## src/alnf_pkg.sv

```systemverilog
`timescale 1ns / 1ps
// ----------------------------------------------------------------------------
// alnf_pkg
// Shared constants and types for the advertising local-name filter.
// ----------------------------------------------------------------------------
package alnf_pkg;

  localparam int MAX_NAME_BYTES_DEF   = 31;
  localparam int MAX_TARGET_BYTES_DEF = 16;

  localparam int BYTE_W     = 8;
  localparam int CFG_DATA_W = 64;
  localparam int CFG_IDX_W  = 2;
  localparam int TLEN_W     = 5;
  localparam int NAME_LEN_W = 5;

  // target bytes, zero-extended so any index below 32 stays in range
  localparam int TGT_EXT_W = 256;

  localparam logic [BYTE_W-1:0] NAME_TYPE = 8'h09;

  localparam logic [CFG_IDX_W-1:0] REG_TARGET_LOW  = 2'd0;
  localparam logic [CFG_IDX_W-1:0] REG_TARGET_HIGH = 2'd1;
  localparam logic [CFG_IDX_W-1:0] REG_TARGET_LEN  = 2'd2;

  // one parsed byte, as seen by the matcher
  typedef struct packed {
    logic              push;
    logic [BYTE_W-1:0] data;
    logic              name_done;
  } step_t;

endpackage

```

## src/adv_local_name_filter_top.sv

```systemverilog
`timescale 1ns / 1ps
// Result path: a last byte waits in the byte stage, then its result is registered.
// Throughput: one payload byte per cycle; the byte stage stalls only while a finished
//   result is held on the output and the next byte is also a last byte.
// Reset: synchronous, clears the byte stage, the result register, the parser state
//   and the target registers.
// ----------------------------------------------------------------------------
// adv_local_name_filter_top
// Finds the complete local name in an advertising payload and matches a target.
// ----------------------------------------------------------------------------
module adv_local_name_filter_top #(
  parameter int MAX_NAME_BYTES   = alnf_pkg::MAX_NAME_BYTES_DEF,
  parameter int MAX_TARGET_BYTES = alnf_pkg::MAX_TARGET_BYTES_DEF,
  localparam int CW = $clog2(MAX_NAME_BYTES + 1)
) (
  input  logic                            clk,
  input  logic                            rst,
  input  logic                            cfg_write,
  input  logic [alnf_pkg::CFG_IDX_W-1:0]  cfg_index,
  input  logic [alnf_pkg::CFG_DATA_W-1:0] cfg_data,
  input  logic                            in_valid,
  output logic                            in_stall,
  input  logic [alnf_pkg::BYTE_W-1:0]     adv_byte,
  input  logic                            last_byte,
  output logic                            out_valid,
  input  logic                            out_stall,
  output logic                            name_found,
  output logic [alnf_pkg::NAME_LEN_W-1:0] name_length,
  output logic                            target_match
);

  logic [alnf_pkg::CFG_DATA_W-1:0] target_low;
  logic [alnf_pkg::CFG_DATA_W-1:0] target_high;
  logic [alnf_pkg::TLEN_W-1:0]     target_len;

  logic                        byte_valid;
  logic [alnf_pkg::BYTE_W-1:0] byte_data;
  logic                        byte_last;
  logic                        advance;
  logic                        in_take;
  alnf_pkg::step_t             step;
  logic [CW-1:0]               count_next;
  logic                        match_next;

  always_ff @(posedge clk) begin
    if (rst) begin
      target_low  <= '0;
      target_high <= '0;
      target_len  <= '0;
    end else if (cfg_write) begin
      unique case (cfg_index)
        alnf_pkg::REG_TARGET_LOW:  target_low  <= cfg_data;
        alnf_pkg::REG_TARGET_HIGH: target_high <= cfg_data;
        alnf_pkg::REG_TARGET_LEN:  target_len  <= cfg_data[alnf_pkg::TLEN_W-1:0];
        default: ;
      endcase
    end
  end

  // a last byte advances only when the result register is free or draining
  assign advance  = byte_valid && (!byte_last || !out_valid || !out_stall);
  assign in_stall = byte_valid && !advance;
  assign in_take  = in_valid && !in_stall;

  always_ff @(posedge clk) begin
    if (rst) begin
      byte_valid <= 1'b0;
    end else if (in_take) begin
      byte_valid <= 1'b1;
    end else if (advance) begin
      byte_valid <= 1'b0;
    end
  end

  always_ff @(posedge clk) begin
    if (in_take) begin
      byte_data <= adv_byte;
      byte_last <= last_byte;
    end
  end

  alnf_parse #(
    .MAX_NAME_BYTES(MAX_NAME_BYTES)
  ) u_parse (
    .clk       (clk),
    .rst       (rst),
    .en        (advance),
    .clear     (byte_last),
    .data      (byte_data),
    .step      (step),
    .count_next(count_next)
  );

  alnf_match #(
    .MAX_NAME_BYTES  (MAX_NAME_BYTES),
    .MAX_TARGET_BYTES(MAX_TARGET_BYTES)
  ) u_match (
    .clk        (clk),
    .rst        (rst),
    .en         (advance),
    .clear      (byte_last),
    .step       (step),
    .count_next (count_next),
    .target_low (target_low),
    .target_high(target_high),
    .target_len (target_len),
    .match_next (match_next)
  );

  always_ff @(posedge clk) begin
    if (rst) begin
      out_valid <= 1'b0;
    end else if (advance && byte_last) begin
      out_valid <= 1'b1;
    end else if (!out_stall) begin
      out_valid <= 1'b0;
    end
  end

  always_ff @(posedge clk) begin
    if (advance && byte_last) begin
      name_found   <= step.name_done;
      name_length  <= alnf_pkg::NAME_LEN_W'(count_next);
      target_match <= match_next;
    end
  end

endmodule

```

## src/alnf_parse.sv

```systemverilog
`timescale 1ns / 1ps
// ----------------------------------------------------------------------------
// alnf_parse
// Walks the length-type-value structures and controls name capture.
// ----------------------------------------------------------------------------
module alnf_parse #(
  parameter int MAX_NAME_BYTES = alnf_pkg::MAX_NAME_BYTES_DEF,
  localparam int CW = $clog2(MAX_NAME_BYTES + 1)
) (
  input  logic                      clk,
  input  logic                      rst,
  input  logic                      en,
  input  logic                      clear,
  input  logic [alnf_pkg::BYTE_W-1:0] data,
  output alnf_pkg::step_t           step,
  output logic [CW-1:0]             count_next
);

  typedef enum logic [2:0] {
    PH_LENGTH = 3'b001,
    PH_TYPE   = 3'b010,
    PH_VALUE  = 3'b100
  } phase_t;

  phase_t                      phase, phase_next;
  logic [alnf_pkg::BYTE_W-1:0] remaining, remaining_next, remaining_dec;
  logic                        capturing, capturing_next;
  logic                        name_done, name_done_next;
  logic [CW-1:0]               count;
  logic                        push;

  assign remaining_dec = remaining - 8'd1;

  always_comb begin
    phase_next     = phase;
    remaining_next = remaining;
    capturing_next = capturing;
    name_done_next = name_done;
    count_next     = count;
    push           = 1'b0;
    unique case (phase)
      PH_LENGTH: begin
        // a zero length byte is a structure of its own
        if (data != '0) begin
          remaining_next = data;
          phase_next     = PH_TYPE;
        end
      end
      PH_TYPE: begin
        remaining_next = remaining_dec;
        if (data == alnf_pkg::NAME_TYPE && !name_done) begin
          name_done_next = 1'b1;
          capturing_next = 1'b1;
        end
        if (remaining_dec == '0) begin
          capturing_next = 1'b0;
          phase_next     = PH_LENGTH;
        end else begin
          phase_next = PH_VALUE;
        end
      end
      PH_VALUE: begin
        if (capturing) begin
          if (data == '0 || count >= CW'(MAX_NAME_BYTES)) begin
            capturing_next = 1'b0;
          end else begin
            push       = 1'b1;
            count_next = count + CW'(1);
          end
        end
        remaining_next = remaining_dec;
        if (remaining_dec == '0) begin
          capturing_next = 1'b0;
          phase_next     = PH_LENGTH;
        end
      end
      default: phase_next = PH_LENGTH;
    endcase
  end

  assign step.push      = push;
  assign step.data      = data;
  assign step.name_done = name_done_next;

  always_ff @(posedge clk) begin
    if (rst || (en && clear)) begin
      phase     <= PH_LENGTH;
      remaining <= '0;
      capturing <= 1'b0;
      name_done <= 1'b0;
      count     <= '0;
    end else if (en) begin
      phase     <= phase_next;
      remaining <= remaining_next;
      capturing <= capturing_next;
      name_done <= name_done_next;
      count     <= count_next;
    end
  end

endmodule

```

## src/alnf_match.sv

```systemverilog
`timescale 1ns / 1ps
// ----------------------------------------------------------------------------
// alnf_match
// Window of the newest name bytes, compared with the target on every push.
// ----------------------------------------------------------------------------
module alnf_match #(
  parameter int MAX_NAME_BYTES   = alnf_pkg::MAX_NAME_BYTES_DEF,
  parameter int MAX_TARGET_BYTES = alnf_pkg::MAX_TARGET_BYTES_DEF,
  localparam int CW   = $clog2(MAX_NAME_BYTES + 1),
  localparam int TW   = $clog2(MAX_TARGET_BYTES + 1),
  localparam int IW   = (MAX_TARGET_BYTES > 1) ? $clog2(MAX_TARGET_BYTES) : 1,
  localparam int CMPW = (CW > TW) ? CW : TW
) (
  input  logic                          clk,
  input  logic                          rst,
  input  logic                          en,
  input  logic                          clear,
  input  alnf_pkg::step_t               step,
  input  logic [CW-1:0]                 count_next,
  input  logic [alnf_pkg::CFG_DATA_W-1:0] target_low,
  input  logic [alnf_pkg::CFG_DATA_W-1:0] target_high,
  input  logic [alnf_pkg::TLEN_W-1:0]   target_len,
  output logic                          match_next
);

  logic [alnf_pkg::BYTE_W-1:0]    window     [MAX_TARGET_BYTES];
  logic [alnf_pkg::BYTE_W-1:0]    window_new [MAX_TARGET_BYTES];
  logic [alnf_pkg::BYTE_W-1:0]    tgt        [MAX_TARGET_BYTES];
  logic [alnf_pkg::TGT_EXT_W-1:0] tgt_ext;
  logic [TW-1:0]                  len_sat;
  logic [IW-1:0]                  idx [MAX_TARGET_BYTES];
  logic                           match_seen;
  logic                           hit;

  assign tgt_ext = {128'd0, target_high, target_low};

  always_comb begin
    for (int k = 0; k < MAX_TARGET_BYTES; k++) begin
      tgt[k] = tgt_ext[8*k +: 8];
    end
  end

  // saturate the length to the window depth
  assign len_sat = (int'(target_len) > MAX_TARGET_BYTES) ? TW'(MAX_TARGET_BYTES)
                                                         : TW'(target_len);

  always_comb begin
    window_new[0] = step.data;
    for (int j = 1; j < MAX_TARGET_BYTES; j++) begin
      window_new[j] = window[j-1];
    end
  end

  // window_new[0] is the newest byte and lines up with the last target byte
  always_comb begin
    hit = step.push && (len_sat != '0) && (CMPW'(count_next) >= CMPW'(len_sat));
    for (int j = 0; j < MAX_TARGET_BYTES; j++) begin
      idx[j] = IW'(int'(len_sat) - 1 - j);
      if (j < int'(len_sat) && window_new[j] != tgt[idx[j]]) begin
        hit = 1'b0;
      end
    end
  end

  assign match_next = match_seen | hit;

  always_ff @(posedge clk) begin
    if (en && step.push) begin
      for (int j = 0; j < MAX_TARGET_BYTES; j++) begin
        window[j] <= window_new[j];
      end
    end
  end

  always_ff @(posedge clk) begin
    if (rst || (en && clear)) begin
      match_seen <= 1'b0;
    end else if (en) begin
      match_seen <= match_next;
    end
  end

endmodule

```

## config.mk

```make
export PLATFORM = sky130hd
export DESIGN_NAME = adv_local_name_filter_top
export DESIGN_NICKNAME = d
export VERILOG_FILES = /design/src/alnf_pkg.sv /design/src/adv_local_name_filter_top.sv /design/src/alnf_parse.sv /design/src/alnf_match.sv
export SDC_FILE = /design/constraint.sdc
export NUM_CORES = 1
export LEC_CHECK = 0
export ABC_AREA = 1
export BUFFER_PORTS_ARGS = -buffer_cell sky130_fd_sc_hd__buf_2
export CORE_MARGIN = 2
export CORE_UTILIZATION = 52
export CTS_CLUSTER_SIZE = 12
export DETAILED_ROUTE_END_ITERATION = 12
export PLACE_DENSITY_LB_ADDON = 0.2
export SYNTH_ARGS = -nofsm -noshare
export SYNTH_HDL_FRONTEND = slang
export SYNTH_SLANG_ARGS = --single-unit
```

## constraint.sdc

```tcl
create_clock -name clk -period 6.83 [get_ports clk]
set_clock_uncertainty 0.05 [all_clocks]
set_input_delay 1.366 -clock clk [delete_from_list [all_inputs] [get_ports clk]]
set_output_delay 1.366 -clock clk [all_outputs]
set_load 0.1 [all_outputs]
```

==> results.py <==
metrics = {
    "sta": {
        "slew_viol_final": 0,
        "fin_crit_sh_pct": 74.79,
        "tns_ns": 0,
        "min_period_ns": 5.108,
        "finalSetupViolCount": 0,
        "fmax_mhz": 195.8,
        "relSlewSlack_pct": 31.77,
        "final_hold_viol_count": 0,
        "rsz0062_at_grt": "no",
        "tightestPinTransition_ns": 1.022,
    },
    "logic_synthesis": {
        "syn-num-nets": 3213,
        "synth-edff-count": 136,
        "synth.area.top_cells": "edfxtp_1 20%, nand2_1 20%, nand3_1 20%",
        "yosysWarnings": 0,
        "async_reset_ff_share_pct": 0,
        "synthCells": 3117,
        "ys.flop_type": "dfxtp_1",
        "synth_cell_type_count": 40,
        "ys_ff_latch": 290,
        "netlist_area_sq_um": 20100,
        "ys_seq_area_share_pct": 35.66,
        "syn_avg_cell_area_sq_um": 6.449,
        "synth_top_cell_by_area": "edfxtp_1",
        "synth_top_area_share_pct": 20.32,
    },
    "critical_path": {
        "cp-start-kind": "register",
        "critPathMaxFanout": 38,
        "cp.required_ns": 7.22,
        "r2r_setup_slack_ns": 1.72,
        "timing.critical_path.slowest_cell_delay_ns": 0.59,
        "crit_top_cell": "nand2_1",
        "endpoint_kind": "register",
        "r2r_start": "target_len[4]$_SDFFE_PP0P_",
        "r2r_cells": 25,
        "reg2reg_to": "target_match$_DFFE_PP_",
        "cp.arrival_ns": 5.50,
        "crit_path_top_delay_cell": "nor2_4",
        "path_class": "register to register",
    },
    "cells_and_area": {
        "diodes": 0,
        "finalNetCount": 3188,
        "final_cells": 3634,
        "area_growth_pct": 8.117,
        "layout-drive-gt1-share_pct": 6.515,
        "finish.utilization_pct": 56.63,
        "design_area_sq_um": 21730,
    },
    "worst_hold_path": {
        "worstHoldStart": "u_match.window[0][48]$_DFFE_PP_",
        "hold_depth": 0,
        "hold_path_class": "register to register",
        "min_to": "u_match.window[0][56]$_DFFE_PP_",
    },
    "placement": {
        "dpl_cell_area_sq_um": 20570,
        "io_buffers": 88,
        "dpl.hpwl_um": 64440,
        "dp.cells": 3573,
        "place.gp.congestion": 1.107,
    },
    "clocking": {
        "clockRootBuffer": "clkbuf_16",
        "cts_tree": "done",
        "clk_path_buf_depth": 3,
        "cts-hold-fix-buffers": 0,
        "clock-sinks": 290,
        "cts_buffers": 35,
        "postCtsSetupBuffers": 0,
        "htreeDepth": 2,
        "clk_pin_slew_ns": 0.07,
        "insertion_delay_ns": 0.57,
        "ctsResizeCount": 0,
    },
    "power_and_ir_drop": {
        "power.density_nw_per_um2": 259.3,
        "ir_drop_mv": 0.2249,
        "p_leak_uw": 0.01017,
    },
    "floorplan": {
        "core_sq_um": 38380,
        "start_util_pct": 52.38,
        "die_area_sq_um": 40240,
        "boundaryPins": 89,
        "die_h_um": 200.6,
        "die_x_um": 200.6,
        "rows": 72,
    },
    "route": {
        "routed_wirelength_um": 84780,
        "ant_nets": 0,
        "vias_per_cell": 6.105,
        "dr_wl_met2_um": 35080,
        "drtIter0Drc": 2952,
        "drt_first_pass_iters": 8,
        "wl_met3_um": 10250,
        "drc_errors": 0,
        "routedWlPerCell_um": 23.33,
        "vias": 22184,
        "dr.max_layer_used": "met4",
        "wl_met1_um": 33900,
    },
    "global_routing": {
        "grt_usage_pct": 41.95,
        "antenna_found_initial": 2,
        "grt_max_degree": 105,
        "grt_pass1_wl_um": 126100,
        "grt_pass1_vias": 19854,
        "globalRouteOverflowTotal": 0,
    },
    "job": {
        "maxCapViolations": 0,
    },
    "outcome": {
        "outcome": "finished, final reports clean",
    },
}
==> placed cells by master, fill, tap and decap left out, drive strengths merged, types with 5 or more instances in the layout <==
cell and n:
a21oi 128, buf 108, clkbuf 46, clkinv 10, dfxtp 154, edfxtp 136
ha 16, inv 222, nand2 1093, nand3 793, nand3b 60, nor2 126
nor3 5, o21ai 152, xnor2 11, xor2 24
==> cells in the mapped netlist, drive strengths merged, types with 4 or more instances <==
master and number:
nand3 793, clkbuf 80, nand4 4, xnor2 11, a21oi 128, ha 16, dfxtp 154, nand3b 60
a211oi 4, a31oi 4, inv 221, nor3 5, nand2 1093, edfxtp 136, o21ai 152, nor2 126
xor2 24, buf 90
==> critical path, delay by kind of cell, from the launching register on <==
kind | cells | cell delay (ns)
adders and majority gates | 2 | 0.74
DFF | 1 | 0.44
and+or+nand+nor | 18 | 3.12
buffers and inverters | 5 | 0.59
==> worst max-delay path by stage <==
stage | start | endpoint | slack, ns | depth (start not counted)
CTS | target_len[4]$_SDFFE_PP0P_ | target_match$_DFFE_PP_ | 1.81 | 20
detailed placement | target_len[4]$_SDFFE_PP0P_ | target_match$_DFFE_PP_ | 1.86 | 20
global placement | target_len[4]$_SDFFE_PP0P_ | target_match$_DFFE_PP_ | 1.99 | 23
global route | target_len[4]$_SDFFE_PP0P_ | target_match$_DFFE_PP_ | 1.33 | 22
floorplan | out_stall | u_match.window[0][0]$_DFFE_PP_ | 1.52 | 5
finish | target_len[4]$_SDFFE_PP0P_ | target_match$_DFFE_PP_ | 1.72 | 25
==> layout make-up <==
| class | count | area (sq um) |
|---|---|---|
| clock buffer | 46 | 979.7 |
| inverter | 223 | 837.1 |
| tap | 518 | 648.1 |
| multi-input combinational | 2434 | 11320 |
| timing repair buffer | 108 | 590.6 |
| sequential | 290 | 7171 |
| clock inverter | 15 | 182.7 |
| fill | 3847 | 16640 |
==> power breakdown <==
group,switching [uW],internal [uW],total [uW],leakage [uW]
Combinational,1310,474,1790,0.00711
Clock,791,1160,1950,0.000567
Sequential,40.7,1860,1900,0.00249
Total,2140,3490,5640,0.0102
==> sequential cells by signal, summed over array words and instances, names as in the netlist, 3 cells and up <==
register,cells
byte_data,8
target_low,64
u_parse.phase,3
u_parse.count,5
name_length,5
u_parse.remaining,8
u_match.window,120
target_high,64
target_len,5
==> kinds of logic after synthesis <==
group	after synthesis	share of synthesized area, %
AND/OR/NAND/NOR	2087	45.83
buffers and inverters	393	8.223
AO/OA/AOI/OAI	296	7.588
flip-flops	290	35.66
XOR/XNOR	35	1.712
adder cells (fa/ha/maj)	16	0.9959
==> per-stage QoR <==
stage | hold slack (ns) | total power (uW) | setup slack (ns)
final | 0.4165 | 5636 | 1.722
after floorplan | 0.3908 | 3127 | 1.521
after global placement | 0.4011 | 3615 | 1.989
after global routing | 0.4353 | 5877 | 1.334
after CTS | 0.4207 | 5574 | 1.814
after detailed placement | 0.4071 | 3642 | 1.860
==> routing by layer <==
metal  GRT usage, %  vias to the layer above
li1               -                    10312
met1          56.35                    10196
met2          61.93                     1419
met3          10.57                      257
met4          22.99                        0
met5              0                        -
Power figures use the tool's default switching activity.
